### config.mk
export PLATFORM = sky130hd
export DESIGN_NAME = pattern_step_sequencer
export DESIGN_NICKNAME = d
export VERILOG_FILES = /design/src/hw/rtl/pss_pkg.sv /design/src/hw/rtl/pss_core.sv /design/src/hw/rtl/pattern_step_sequencer.sv
export SDC_FILE = /design/constraint.sdc
export NUM_CORES = 1
export LEC_CHECK = 0
export BUFFER_PORTS_ARGS = -buffer_cell sky130_fd_sc_hd__buf_2
export CORE_MARGIN = 4
export CORE_UTILIZATION = 35
export CTS_CLUSTER_SIZE = 40
export DETAILED_ROUTE_END_ITERATION = 12
export SYNTH_ARGS = -nofsm -noshare
export SYNTH_HDL_FRONTEND = slang
export SYNTH_SLANG_ARGS = --single-unit
### constraint.sdc
create_clock -name clk -period 4.7 [get_ports clk]
set_input_delay 0.94 -clock clk [delete_from_list [all_inputs] [get_ports clk]]
set_output_delay 0.94 -clock clk [all_outputs]
set_load 0.1 [all_outputs]
### src/hw/rtl/pss_pkg.sv
// ----------------------------------------------------------------------------
// pss_pkg - shared types and tables for the pattern step sequencer
// Item and result layouts, opcodes, traversal orders and the note scale.
// ----------------------------------------------------------------------------
package pss_pkg;

    localparam int NUM_VOICES = 3;
    localparam int NUM_STEPS  = 16;

    localparam logic [9:0] TEMPO_RESET = 10'd150;
    localparam logic [3:0] SLOT_RESET  = 4'd15;

    typedef enum logic [1:0] {
        OP_TIME  = 2'd0,
        OP_WRITE = 2'd1,
        OP_MODE  = 2'd2
    } pss_op_t;

    typedef struct packed {
        pss_op_t     op;
        logic [31:0] now_ms;
        logic [3:0]  slot_index;
        logic [3:0]  slot_value;
        logic [1:0]  mode_select;
    } pss_item_t;

    typedef struct packed {
        logic       stepped;
        logic [3:0] played_slot;
        logic       note_on;
        logic [6:0] note_number;
        logic [3:0] voice;
        logic       pan_negative;
    } pss_result_t;

    localparam logic [6:0] NOTE_TABLE [16] = '{
        7'd36, 7'd40, 7'd43, 7'd45, 7'd55, 7'd52, 7'd48, 7'd60,
        7'd52, 7'd55, 7'd45, 7'd48, 7'd36, 7'd43, 7'd31, 7'd33
    };

    localparam logic [3:0] ORDER_TABLE [4][16] = '{
        '{4'd0, 4'd1, 4'd2, 4'd3, 4'd4, 4'd5, 4'd6, 4'd7,
          4'd8, 4'd9, 4'd10, 4'd11, 4'd12, 4'd13, 4'd14, 4'd15},
        '{4'd0, 4'd4, 4'd8, 4'd12, 4'd1, 4'd5, 4'd9, 4'd13,
          4'd2, 4'd6, 4'd10, 4'd14, 4'd3, 4'd7, 4'd11, 4'd15},
        '{4'd0, 4'd1, 4'd2, 4'd3, 4'd7, 4'd6, 4'd5, 4'd4,
          4'd8, 4'd9, 4'd10, 4'd11, 4'd15, 4'd14, 4'd13, 4'd12},
        '{4'd0, 4'd1, 4'd4, 4'd8, 4'd5, 4'd2, 4'd3, 4'd6,
          4'd9, 4'd12, 4'd13, 4'd10, 4'd7, 4'd11, 4'd14, 4'd15}
    };

endpackage

### src/hw/rtl/pss_core.sv
// ----------------------------------------------------------------------------
// pss_core - sequencer state and step logic
// Holds the step slots, modes, position, step time, voice counter and tempo,
// and turns one registered item into one result combinationally.
// ----------------------------------------------------------------------------
module pss_core
    import pss_pkg::*;
(
    input  logic        clk,
    input  logic        rst_n,
    input  logic        cfg_we,
    input  logic [9:0]  cfg_data,
    input  logic        fire,
    input  pss_item_t   item,
    output pss_result_t result
);

    logic [9:0]  tempo_reg;
    logic [3:0]  slot_reg [16];
    logic [1:0]  play_mode_reg, play_mode_next;
    logic [1:0]  pending_mode_reg, pending_mode_next;
    logic [3:0]  position_reg, position_next;
    logic [31:0] last_time_reg, last_time_next;
    logic [3:0]  voice_reg, voice_next;

    logic        slot_we;
    logic [31:0] elapsed;
    logic        due;
    logic [3:0]  slot_sel;
    logic [3:0]  step_val;
    logic [4:0]  pos_inc;
    logic [4:0]  voice_inc;

    assign elapsed   = item.now_ms - last_time_reg;
    assign due       = (elapsed >= {22'd0, tempo_reg});
    assign slot_sel  = ORDER_TABLE[play_mode_reg][position_reg];
    assign step_val  = slot_reg[slot_sel];
    assign pos_inc   = {1'b0, position_reg} + 5'd1;
    assign voice_inc = {1'b0, voice_reg} + 5'd1;

    always_comb
    begin
        slot_we           = 1'b0;
        play_mode_next    = play_mode_reg;
        pending_mode_next = pending_mode_reg;
        position_next     = position_reg;
        last_time_next    = last_time_reg;
        voice_next        = voice_reg;
        result            = '0;
        if (fire)
        begin
            unique case (item.op)
                OP_WRITE: slot_we = 1'b1;
                OP_MODE:  pending_mode_next = item.mode_select;
                OP_TIME:
                begin
                    if (due)
                    begin
                        last_time_next     = item.now_ms;
                        result.stepped     = 1'b1;
                        result.played_slot = slot_sel;
                        // wrap the pattern and pick up the pending mode
                        if (pos_inc >= 5'(NUM_STEPS))
                        begin
                            position_next  = '0;
                            play_mode_next = pending_mode_reg;
                        end
                        else
                        begin
                            position_next = pos_inc[3:0];
                        end
                        if (step_val != 4'd0)
                        begin
                            result.note_on      = 1'b1;
                            result.note_number  = NOTE_TABLE[step_val];
                            result.voice        = voice_reg;
                            result.pan_negative = voice_reg[0];
                            voice_next = (voice_inc >= 5'(NUM_VOICES)) ? '0 : voice_inc[3:0];
                        end
                    end
                end
                default: ;
            endcase
        end
    end

    always_ff @(posedge clk or negedge rst_n)
    begin
        if (!rst_n)
        begin
            tempo_reg        <= TEMPO_RESET;
            play_mode_reg    <= '0;
            pending_mode_reg <= '0;
            position_reg     <= '0;
            last_time_reg    <= '0;
            voice_reg        <= '0;
            for (int i = 0; i < 16; i++)
            begin
                slot_reg[i] <= SLOT_RESET;
            end
        end
        else
        begin
            if (cfg_we)
            begin
                tempo_reg <= cfg_data;
            end
            play_mode_reg    <= play_mode_next;
            pending_mode_reg <= pending_mode_next;
            position_reg     <= position_next;
            last_time_reg    <= last_time_next;
            voice_reg        <= voice_next;
            if (slot_we)
            begin
                slot_reg[item.slot_index] <= item.slot_value;
            end
        end
    end

endmodule

### src/hw/rtl/pattern_step_sequencer.sv
// ----------------------------------------------------------------------------
// pattern_step_sequencer - 16-step note sequencer
// Input register, combinational step logic, output register; one item a cycle while out_ready keeps up.
// ----------------------------------------------------------------------------
// Every item gives exactly one result. An item is taken into an input
// register, processed once the output register is free or draining and held
// in an output register until taken, so a new item is accepted every
// cycle while the output side keeps up; the combinational step logic between
// the two registers sets that rate. Write tempo_ms through cfg_we/cfg_data
// only while no item is in flight.
module pattern_step_sequencer
    import pss_pkg::*;
(
    input  logic        clk,
    input  logic        rst_n,
    input  logic        cfg_we,
    input  logic [9:0]  cfg_data,
    input  logic        in_valid,
    output logic        in_ready,
    input  logic [1:0]  op,
    input  logic [31:0] now_ms,
    input  logic [3:0]  slot_index,
    input  logic [3:0]  slot_value,
    input  logic [1:0]  mode_select,
    output logic        out_valid,
    input  logic        out_ready,
    output logic        stepped,
    output logic [3:0]  played_slot,
    output logic        note_on,
    output logic [6:0]  note_number,
    output logic [3:0]  voice,
    output logic        pan_negative
);

    logic        in_valid_reg;
    pss_item_t   item_reg;
    logic        out_valid_reg;
    pss_result_t result_reg;
    pss_result_t result_next;
    logic        fire;

    // process the held item once the output register is free or draining
    assign fire     = in_valid_reg && (!out_valid_reg || out_ready);
    assign in_ready = !in_valid_reg || fire;

    pss_core u_core (
        .clk      (clk),
        .rst_n    (rst_n),
        .cfg_we   (cfg_we),
        .cfg_data (cfg_data),
        .fire     (fire),
        .item     (item_reg),
        .result   (result_next)
    );

    always_ff @(posedge clk or negedge rst_n)
    begin
        if (!rst_n)
        begin
            in_valid_reg  <= 1'b0;
            out_valid_reg <= 1'b0;
        end
        else
        begin
            if (in_ready)
            begin
                in_valid_reg <= in_valid;
            end
            if (fire)
            begin
                out_valid_reg <= 1'b1;
            end
            else if (out_ready)
            begin
                out_valid_reg <= 1'b0;
            end
        end
    end

    always_ff @(posedge clk)
    begin
        if (in_valid && in_ready)
        begin
            item_reg <= '{op:          pss_op_t'(op),
                          now_ms:      now_ms,
                          slot_index:  slot_index,
                          slot_value:  slot_value,
                          mode_select: mode_select};
        end
        if (fire)
        begin
            result_reg <= result_next;
        end
    end

    assign out_valid    = out_valid_reg;
    assign stepped      = result_reg.stepped;
    assign played_slot  = result_reg.played_slot;
    assign note_on      = result_reg.note_on;
    assign note_number  = result_reg.note_number;
    assign voice        = result_reg.voice;
    assign pan_negative = result_reg.pan_negative;

`ifndef SYNTHESIS
    a_hold_item: assert property (@(posedge clk) disable iff (!rst_n)
        in_valid_reg && !fire |=> in_valid_reg)
        else $error("held item dropped before processing");

    a_nonstep_result: assert property (@(posedge clk) disable iff (!rst_n)
        fire && (item_reg.op != OP_TIME) |=> out_valid && !stepped && !note_on)
        else $error("non-time item produced a step");

    a_voice_range: assert property (@(posedge clk) disable iff (!rst_n)
        out_valid && note_on |-> stepped && ({1'b0, voice} < 5'(NUM_VOICES)))
        else $error("note result with bad voice or no step");
`endif

endmodule
== Word-level counts from Yosys, hierarchy flattened ==
Memory sizes are Yosys's and may differ from the RTL's.
Cells that the tools add are included.
Cells by class
  add/sub/neg operators: 3
  $lt $le $gt $ge: 9
  equal/unequal tests: 2
  multiplexer cells: 22
  bitwise operators: 5
  reduce and logical (&&, ||, !) cells: 16
Operators by type and width (number)
  binary-select mux 64 bit (select 2 bit): 1
  two-way mux 64 bit: 2
  bitwise mux 64 bit: 1
  binary-select mux 4 bit (select 4 bit): 2
  >= comparator 32 x 10 -> 1 bit: 1
  subtractor 32 bit: 1
  two-way mux 4 bit: 7
  >= comparator 5 bit, second input constant: 5
  inverter 4 -> 5 bit: 4
  two-way mux 18 bit: 1
  demux 4 bit (select 4 bit): 1
  two-way mux 7 bit: 2
  two-way mux 13 bit: 1
  adder 4 x 1 -> 5 bit, second input constant: 2
  AND reduction 4 bit: 2
  AND reduction 3 bit: 2
  >= comparator 5 x 2 -> 1 bit, second input constant: 1
  less-than comparator 5 x 1 -> 1 bit, second input constant: 1
  two-way mux 1 bit: 4
  AND reduction 2 bit: 2
  nonzero test 4 bit: 1
  >= comparator 3 bit, second input constant: 1
  logical AND 1 bit: 3
  inverter 2 -> 3 bit: 1
  other kinds (6): 8
Storage, ports and cells
  bits in registers: 182
  ROM bits: 112
  output and inout bits: 20
  word-level logic and storage cells: 93
  memories kept: 1
Memories
  (name not given): words 16, bits a word 7, rd ports 1, clocked after memory_dff 0, wr ports 0, line pss_core.sv:75  | result.note_number = NOTE_TABLE[step_val];

== Longest topological paths before layout ==
Gate-level depths: netlist of run 1.
  word-level depth: 17
  depth in mapped cells: 20
  depth with buffers taken out: 19

== By module ==
A second synthesis of run 1 with hierarchy kept.
Second synthesis, totals
  cells, all modules: 918
  area total of the unflattened synthesis: 10364.9 um^2
By module, submodules not included
  pss_core: instances 1, cells each 848, area an instance 8399.3 um^2, sequential area each 3037.9 um^2
  pattern_step_sequencer: instances 1, cells each 70, area an instance 1965.6 um^2, sequential area each 1911.8 um^2

== Worst setup path before layout of run 1 ==
Ideal clock, no wire load.
  kind: register -> register
  start point: register u_core.play_mode_reg[0]
  end point: register u_core.voice_reg[1]
  library setup time: 0.125 ns
  arrival time: 3.935 ns
  setup slack: 0.640 ns
  stages on the path, launching flop included: 16
  buffers on the path: 2
  clock period less this slack: 4.060 ns
  path through: dfrtp_1 -> inv_1 -> ha_1 -> nand2b_1 -> a41o_1 -> o22ai_1 -> buf_2 -> buf_2 -> mux2i_1 -> mux2i_1 -> mux2i_1 -> mux2_2 -> ha_1 -> and3_1 -> nor3_1 -> mux2_2
Between the ends
  cells in the longest elaborated chain, start to end: 13
RTL lines
  start: declaration: line pss_core.sv:20  | logic [1:0] play_mode_reg, play_mode_next;
  start signal: assignment: line pss_core.sv:108  | play_mode_reg <= play_mode_next;
  inverter 2 -> 3 bit (not written as such): line pss_core.sv:36  | assign slot_sel = ORDER_TABLE[play_mode_reg][position_reg];
  binary-select mux 64 bit (select 2 bit): line pss_core.sv:36
  two-way mux 64 bit (not written as such) (2 in a row): line pss_core.sv:36
  binary-select mux 4 bit (select 4 bit): line pss_core.sv:36
  two-way mux 4 bit (not written as such) (2 in a row): line pss_core.sv:36
  inverter 4 -> 5 bit (not written as such): line pss_core.sv:37  | assign step_val = slot_reg[slot_sel];
  binary-select mux 4 bit (select 4 bit): line pss_core.sv:37
  two-way mux 4 bit (not written as such) (2 in a row): line pss_core.sv:37
  nonzero test 4 bit: line pss_core.sv:72  | if (step_val != 4'd0)
  AND reduction 4 bit (no line)
  end signal: assignment: line pss_core.sv:112  | voice_reg <= voice_next;
  end: declaration: line pss_core.sv:24  | logic [3:0] voice_reg, voice_next;
No other way between the ends. The select of a mux whose other input is x is not followed.
A chain may end at the register's enable or synchronous reset.

== Worst setup path after layout of run 1 ==
  start point: register item_reg[10] (netlist name)
  end point: register u_core.last_time_reg[24]
Between the ends
  cells in the longest elaborated chain, start to end: 3
RTL lines
  start: declaration: line pattern_step_sequencer.sv:36  | pss_item_t item_reg;
  start signal: assignment: line pattern_step_sequencer.sv:84  | item_reg <= '{op: pss_op_t'(op),
  subtractor 32 bit: line pss_core.sv:34  | assign elapsed = item.now_ms - last_time_reg;
  >= comparator 32 x 10 -> 1 bit: line pss_core.sv:35  | assign due = (elapsed >= {22'd0, tempo_reg});
  AND reduction 3 bit (no line)
  end signal: assignment: line pss_core.sv:111  | last_time_reg <= last_time_next;
  end: declaration: line pss_core.sv:23  | logic [31:0] last_time_reg, last_time_next;
No other way between the ends.

==> results of run 1 <==
==> critical path, stage by stage (launching register included) <==
cell	delay (ps)
edfxtp_1	360
inv_1	50
ha_1	210
fa_2	370
nor2b_2	190
o2111ai_4	160
nand2_2	120
a31oi_1	110
xnor2_1	150
ha_1	290
o22ai_1	170
nor3_1	90
or4_1	490
nor3_2	190
nand4b_1	160
nor4b_4	320
buf_6	170
nor2_4	120
buf_12	200
mux2_4	300
==> per-stage QoR <==
stage / power (uW) / std cells / setup WS, ps / utilization / cell area (sq um)
after global placement: 5000 / 1337 / 282 / 0.386 / 11200
after floorplan: 4370 / 908 / 640 / - / 10400
final: 6480 / 1369 / 332 / 0.408 / 11800
after CTS: 6500 / 1369 / 132 / 0.406 / 11800
after global routing: 6910 / 1369 / 71.2 / 0.408 / 11800
after detailed placement: 5020 / 1337 / 148 / 0.386 / 11200
==> kinds of logic (layout without fill, tap and decap cells) <==
family	after synthesis	count (layout)	synth area share
AO/OA/AOI/OAI	170	170	0.107
XOR/XNOR	19	19	0.0160
adder cells (fa/ha/maj)	56	56	0.0682
buffers and inverters	105	182	0.0423
flip-flops	180	180	0.471
multiplexers	171	171	0.191
other	1	1	0.000361
AND/OR/NAND/NOR	206	206	0.104
==> layer usage <==
metal	global-route usage	share of wire
met4	0.0342	0.017
met3	0.0273	0.038
met5	0	0.00098
met1	0.193	0.48
met2	0.220	0.46
==> what timing repair did <==
item | 4_1_cts | 5_1_grt
endpoints found under the setup margin | 0 | 35
gates resized for setup | 0 | 13
endpoints found under the hold margin | 0 | 0
setup buffers | 0 | 0
==> power by group through the flow <==
stage	logic [uW]	clock network (uW)	registers, uW
2_1_floorplan	2110	0	2250
3_3_place_gp	2830	0	2170
3_5_place_dp	2850	0	2170
4_1_cts	2870	1480	2150
5_1_grt	3180	1550	2180
6_report	2890	1450	2150
==> layout make-up <==
| class | count | area [sq um] | share of cell area |
|---|---|---|---|
| clock inverters | 14 | 141 | 0.0120 |
| multi-input cells | 623 | 5120 | 0.433 |
| repair buffers | 89 | 519 | 0.0439 |
| clock buffers | 18 | 450 | 0.0381 |
| inverters | 61 | 229 | 0.0194 |
| flip-flops and latches | 180 | 4890 | 0.413 |
| well taps | 384 | 480 | 0.0406 |
==> synthesized netlist by cell type, types with 8 or more instances <==
library cell / n
nand3_1: 15
a21o_1: 18
a21oi_1: 45
a31oi_1: 8
clkbuf_1: 26
edfxtp_1: 60
o211ai_1: 8
nor2_1: 51
dfstp_2: 68
mux2i_1: 56
mux2_2: 84
nand4_1: 14
nand3b_1: 9
o21ai_0: 32
xnor2_1: 13
inv_1: 59
buf_2: 11
ha_1: 55
nor3_1: 11
nand2b_1: 15
dfrtp_1: 52
mux2_4: 29
nand2_1: 46
==> path summary, 6_finish.rpt <==
kind,startpoint,to,slack [ps]
hold reg to reg,in_valid_reg,out_valid,500
hold / removal,in_valid_reg,out_valid,500
setup reg to reg,item_reg[10],u_core.last_time_reg[24],330
min in group asynchronous,rst_n,u_core.last_time_reg[16],700
max in group asynchronous,rst_n,u_core.slot_reg[17],3170
setup / recovery,item_reg[10],u_core.last_time_reg[24],330
==> flow_summary.ini, run 1 <==
[drt]
via_count = 7015
ant_nets = 0
drt_iter0_markers = 397
dr.pass1.iters = 5
wl_per_cell_microns = 16.5
drc = 0
avgViaCountPerCell = 5.12
wirelength_microns = 22500

[place]
gp_congestion = 0.889
portBuffers = 77
dp_hpwl_microns = 16400

[timing]
fin_setup_tns_ps = 0
timing.slew.headroom = 0.342
fmax_mhz = 229
setup_viol = 0
skew_ps = 15.1
period_share = 0.929
period_needed_ps = 4370
rsz0062_at_grt = no
finalHoldViolCount = 0
worstMarginPinSlew_ps = 988
drv_slew = 0
whs_ps = 498

[yosys]
syn_area_sq_mm = 0.0104
synth_top_area_frac = 0.173
async_reset_ff_frac = 0.667
yosysWarnings = 0
yosysTopAreaCell = edfxtp_1
yosysSeqAreaShare = 0.471
synth.avg_cell_area_sq_um = 11.4
synth.area.top_cells = edfxtp_1 (17%), dfstp_2 (17%), dfrtp_1 (13%), mux2_2 (9.1%), ha_1 (6.6%)
ys_ff_latch = 180
synth_nets = 1023
synth_ff_type = dfstp_2
synth.distinct_cells = 72
synth_edf_count = 60
syn_inst = 908

[setup_path]
worst_r2r_path_depth = 19
crit_arrival_ps = 4680
path_class = reg2reg
cp-start-kind = flop
cp_max_fo = 16
cp_data_required_time_ps = 5020
worstSetupEndpointType = flop

[cts]
cts_buffers = 17
cts_sinks = 180
clockBufferDepth = 2
cts_tree = done
clk_transition_reported_paths_ps = 70
hold_buffers = 0
clock_latency_ps = 440
clockRootBuffer = clkbuf_16
htreeDepth = 4

[global_routing]
grt_pass1_wl_microns = 36600
grt_pass1_vias = 6913
antenna_found_initial = 2
gr-total-overflow = 0
grt_max_degree = 76
track_usage = 0.138

[min_path]
hold_path_class = reg2reg
holdPathStages = 1

[power]
ir_drop_uv = 319
power_leakage_uw = 0.00511
power_density_mw_per_mm2 = 548
p_switching_uw = 2540
power.clock.fraction = 0.223
seqPwrFrac = 0.331
combPwrFrac = 0.446
internal_power_uw = 3940
power_switching_share = 0.392

[job]
cap_violations = 0

[floorplanning]
initial_core_util = 0.358
core_area_sq_mm = 0.0290
dieHeight_microns = 180
ioPinCount = 79
die_w_microns = 180
die_area_sq_mm = 0.0325
rows = 62

[finish]
area.growth.synth_to_final_pct = 13.9
largest_reg_flops = 64
mostFrequentLayoutCells = mux2_2 (84), buf_2 (76), dfstp_2 (68)
final_common_cell = mux2_2
nets = 1087
diodes = 0
drive_gt1_frac = 0.330
nFillCells = 2770

[status]
status = completed
No activity file was read; power rests on OpenSTA's default activity.
==> run 2: changes to the inputs <==
--- a/config.mk
+++ b/config.mk
@@ -6,10 +6,10 @@
 export NUM_CORES = 1
 export LEC_CHECK = 0
 export BUFFER_PORTS_ARGS = -buffer_cell sky130_fd_sc_hd__buf_2
-export CORE_MARGIN = 4
 export CORE_UTILIZATION = 35
 export CTS_CLUSTER_SIZE = 40
 export DETAILED_ROUTE_END_ITERATION = 12
+export SLEW_MARGIN = 40
 export SYNTH_ARGS = -nofsm -noshare
 export SYNTH_HDL_FRONTEND = slang
 export SYNTH_SLANG_ARGS = --single-unit
==> flow_summary.ini, run 2 (synthesized netlist as in run 1, its figures left out) <==
[power]
ir_drop_uv = 324
power_density_mw_per_mm2 = 546
power_leakage_uw = 0.00508

[timing]
period_needed_ps = 4450
worstMarginPinSlew_ps = 707
drv_slew = 0
whs_ps = 481
setup_viol = 0
fin_setup_tns_ps = 0
timing.slew.headroom = 0.529
skew_ps = 16.7
fmax_mhz = 225
period_share = 0.946
finalHoldViolCount = 0

[drt]
avgViaCountPerCell = 5.13
drc = 0
ant_nets = 0
via_count = 7011
wl_per_cell_microns = 16.3
dr.pass1.iters = 6
drt_iter0_markers = 413
wirelength_microns = 22300

[cts]
cts_buffers = 17
clock_latency_ps = 440
clk_transition_reported_paths_ps = 70
clockRootBuffer = clkbuf_16
htreeDepth = 4
clockBufferDepth = 2
cts_resized = 0
cts_post_setup_buffers_inserted = 0
cts_sinks = 180
cts_tree = done
hold_buffers = 0

[finish]
largest_reg_flops = 64
ff_latch_area_sq_mm = 0.00489
nFillCells = 2784
multi_input_area_sq_mm = 0.00510
area.growth.synth_to_final_pct = 13.2
mostFrequentLayoutCells = mux2_2 (84), buf_2 (76), dfstp_2 (68)
final_common_cell = mux2_2
drive_gt1_frac = 0.319
nets = 1085

[floorplanning]
ioPinCount = 79
die_area_sq_mm = 0.0304
dieHeight_microns = 174
die_w_microns = 174
rows = 62
core_area_sq_mm = 0.0289
initial_core_util = 0.359

[place]
portBuffers = 77
dp_hpwl_microns = 16200
gp_congestion = 0.862

[min_path]
holdPathEnd = u_core.pending_mode_reg[0]
holdPathStages = 1
hold_path_class = reg2reg
hp-start = item_reg[0]

[setup_path]
cp_max_fo = 34
r2r_setup_slack_ps = 250
path_class = reg2reg
r2r-end = u_core.last_time_reg[19]
cp_data_required_time_ps = 5020
worstSetupEndpointType = flop
cpPeakStageDelay_ps = 490
cp-start-kind = flop
rr_startpoint = item_reg[10]
worst_r2r_path_depth = 19
cp_slowest_cell = or4_1
crit_path_cell_trace = inv_1, ha_1, fa_1, nor2b_2, o2111ai_2, nand2_1, a31oi_1, xnor2_1, ha_1, o22ai_1, nor3_1, or4_1, nor3_2, nand4b_1, nor4b_4, buf_4, nor2_4, buf_12, mux2_4
critPathMostFrequentCell = ha_1
crit_arrival_ps = 4770

[global_routing]
gr-total-overflow = 0
grt_pass1_vias = 6929
grt_pass1_wl_microns = 36100
track_usage = 0.150
grt_max_degree = 55
antenna_found_initial = 3

[status]
status = completed

[job]
cap_violations = 0
## run 2: layer usage
layer  vias up  part of all wire  track usage
li1       3422                 -            -
met1      3427              0.49        0.206
met2       133              0.46        0.238
met3        25             0.035       0.0302
met4         4             0.011       0.0420
met5         -            0.0014            0
## run 2: where the power goes
group          switching (uW)  internal [uW]
combinational            1660           1210
sequential                206           1940
clock                     620            783
total                    2490           3930
## run 2: layout make-up
class,count,area share
multi-input cells,623,0.434
flip-flops and latches,180,0.416
repair buffers,87,0.0415
well taps,384,0.0409
clock buffers,19,0.0368
inverters,61,0.0195
clock inverters,13,0.0114
diodes,1,0.000213
## run 2: stage by stage
step                      setup slack, ps  area (sq um)  utilization  power, uW  instances
after floorplan                       640         10400            -       4370        908
after global placement                258         11200        0.386       5000       1335
after detailed placement              118         11200        0.386       5020       1335
after CTS                             104         11700        0.405       6450       1367
after global routing                -3.47         11800        0.406       6820       1367
final                                 253         11800        0.406       6420       1368
## run 2: worst max-delay path: cells and delay by family, from the launching register on
kind	cells	cell delay, ps
AOI/OAI and AO/OA	3	460
DFF	1	350
and+or+nand+nor	8	1640
buffers and inverters	3	440
muxes	1	330
xor gates and xnor gates	1	150
adders and majority gates	3	920
## run 2: worst max-delay path by stage
stage | to | startpoint | cells past startpoint
floorplan | u_core.voice_reg[1] | u_core.play_mode_reg[0] | 15
global placement | voice[3] | item_reg[10] | 20
detailed placement | voice[2] | item_reg[10] | 19
CTS | voice[2] | item_reg[10] | 19
global route | u_core.last_time_reg[19] | item_reg[10] | 19
finish | u_core.last_time_reg[19] | item_reg[10] | 19
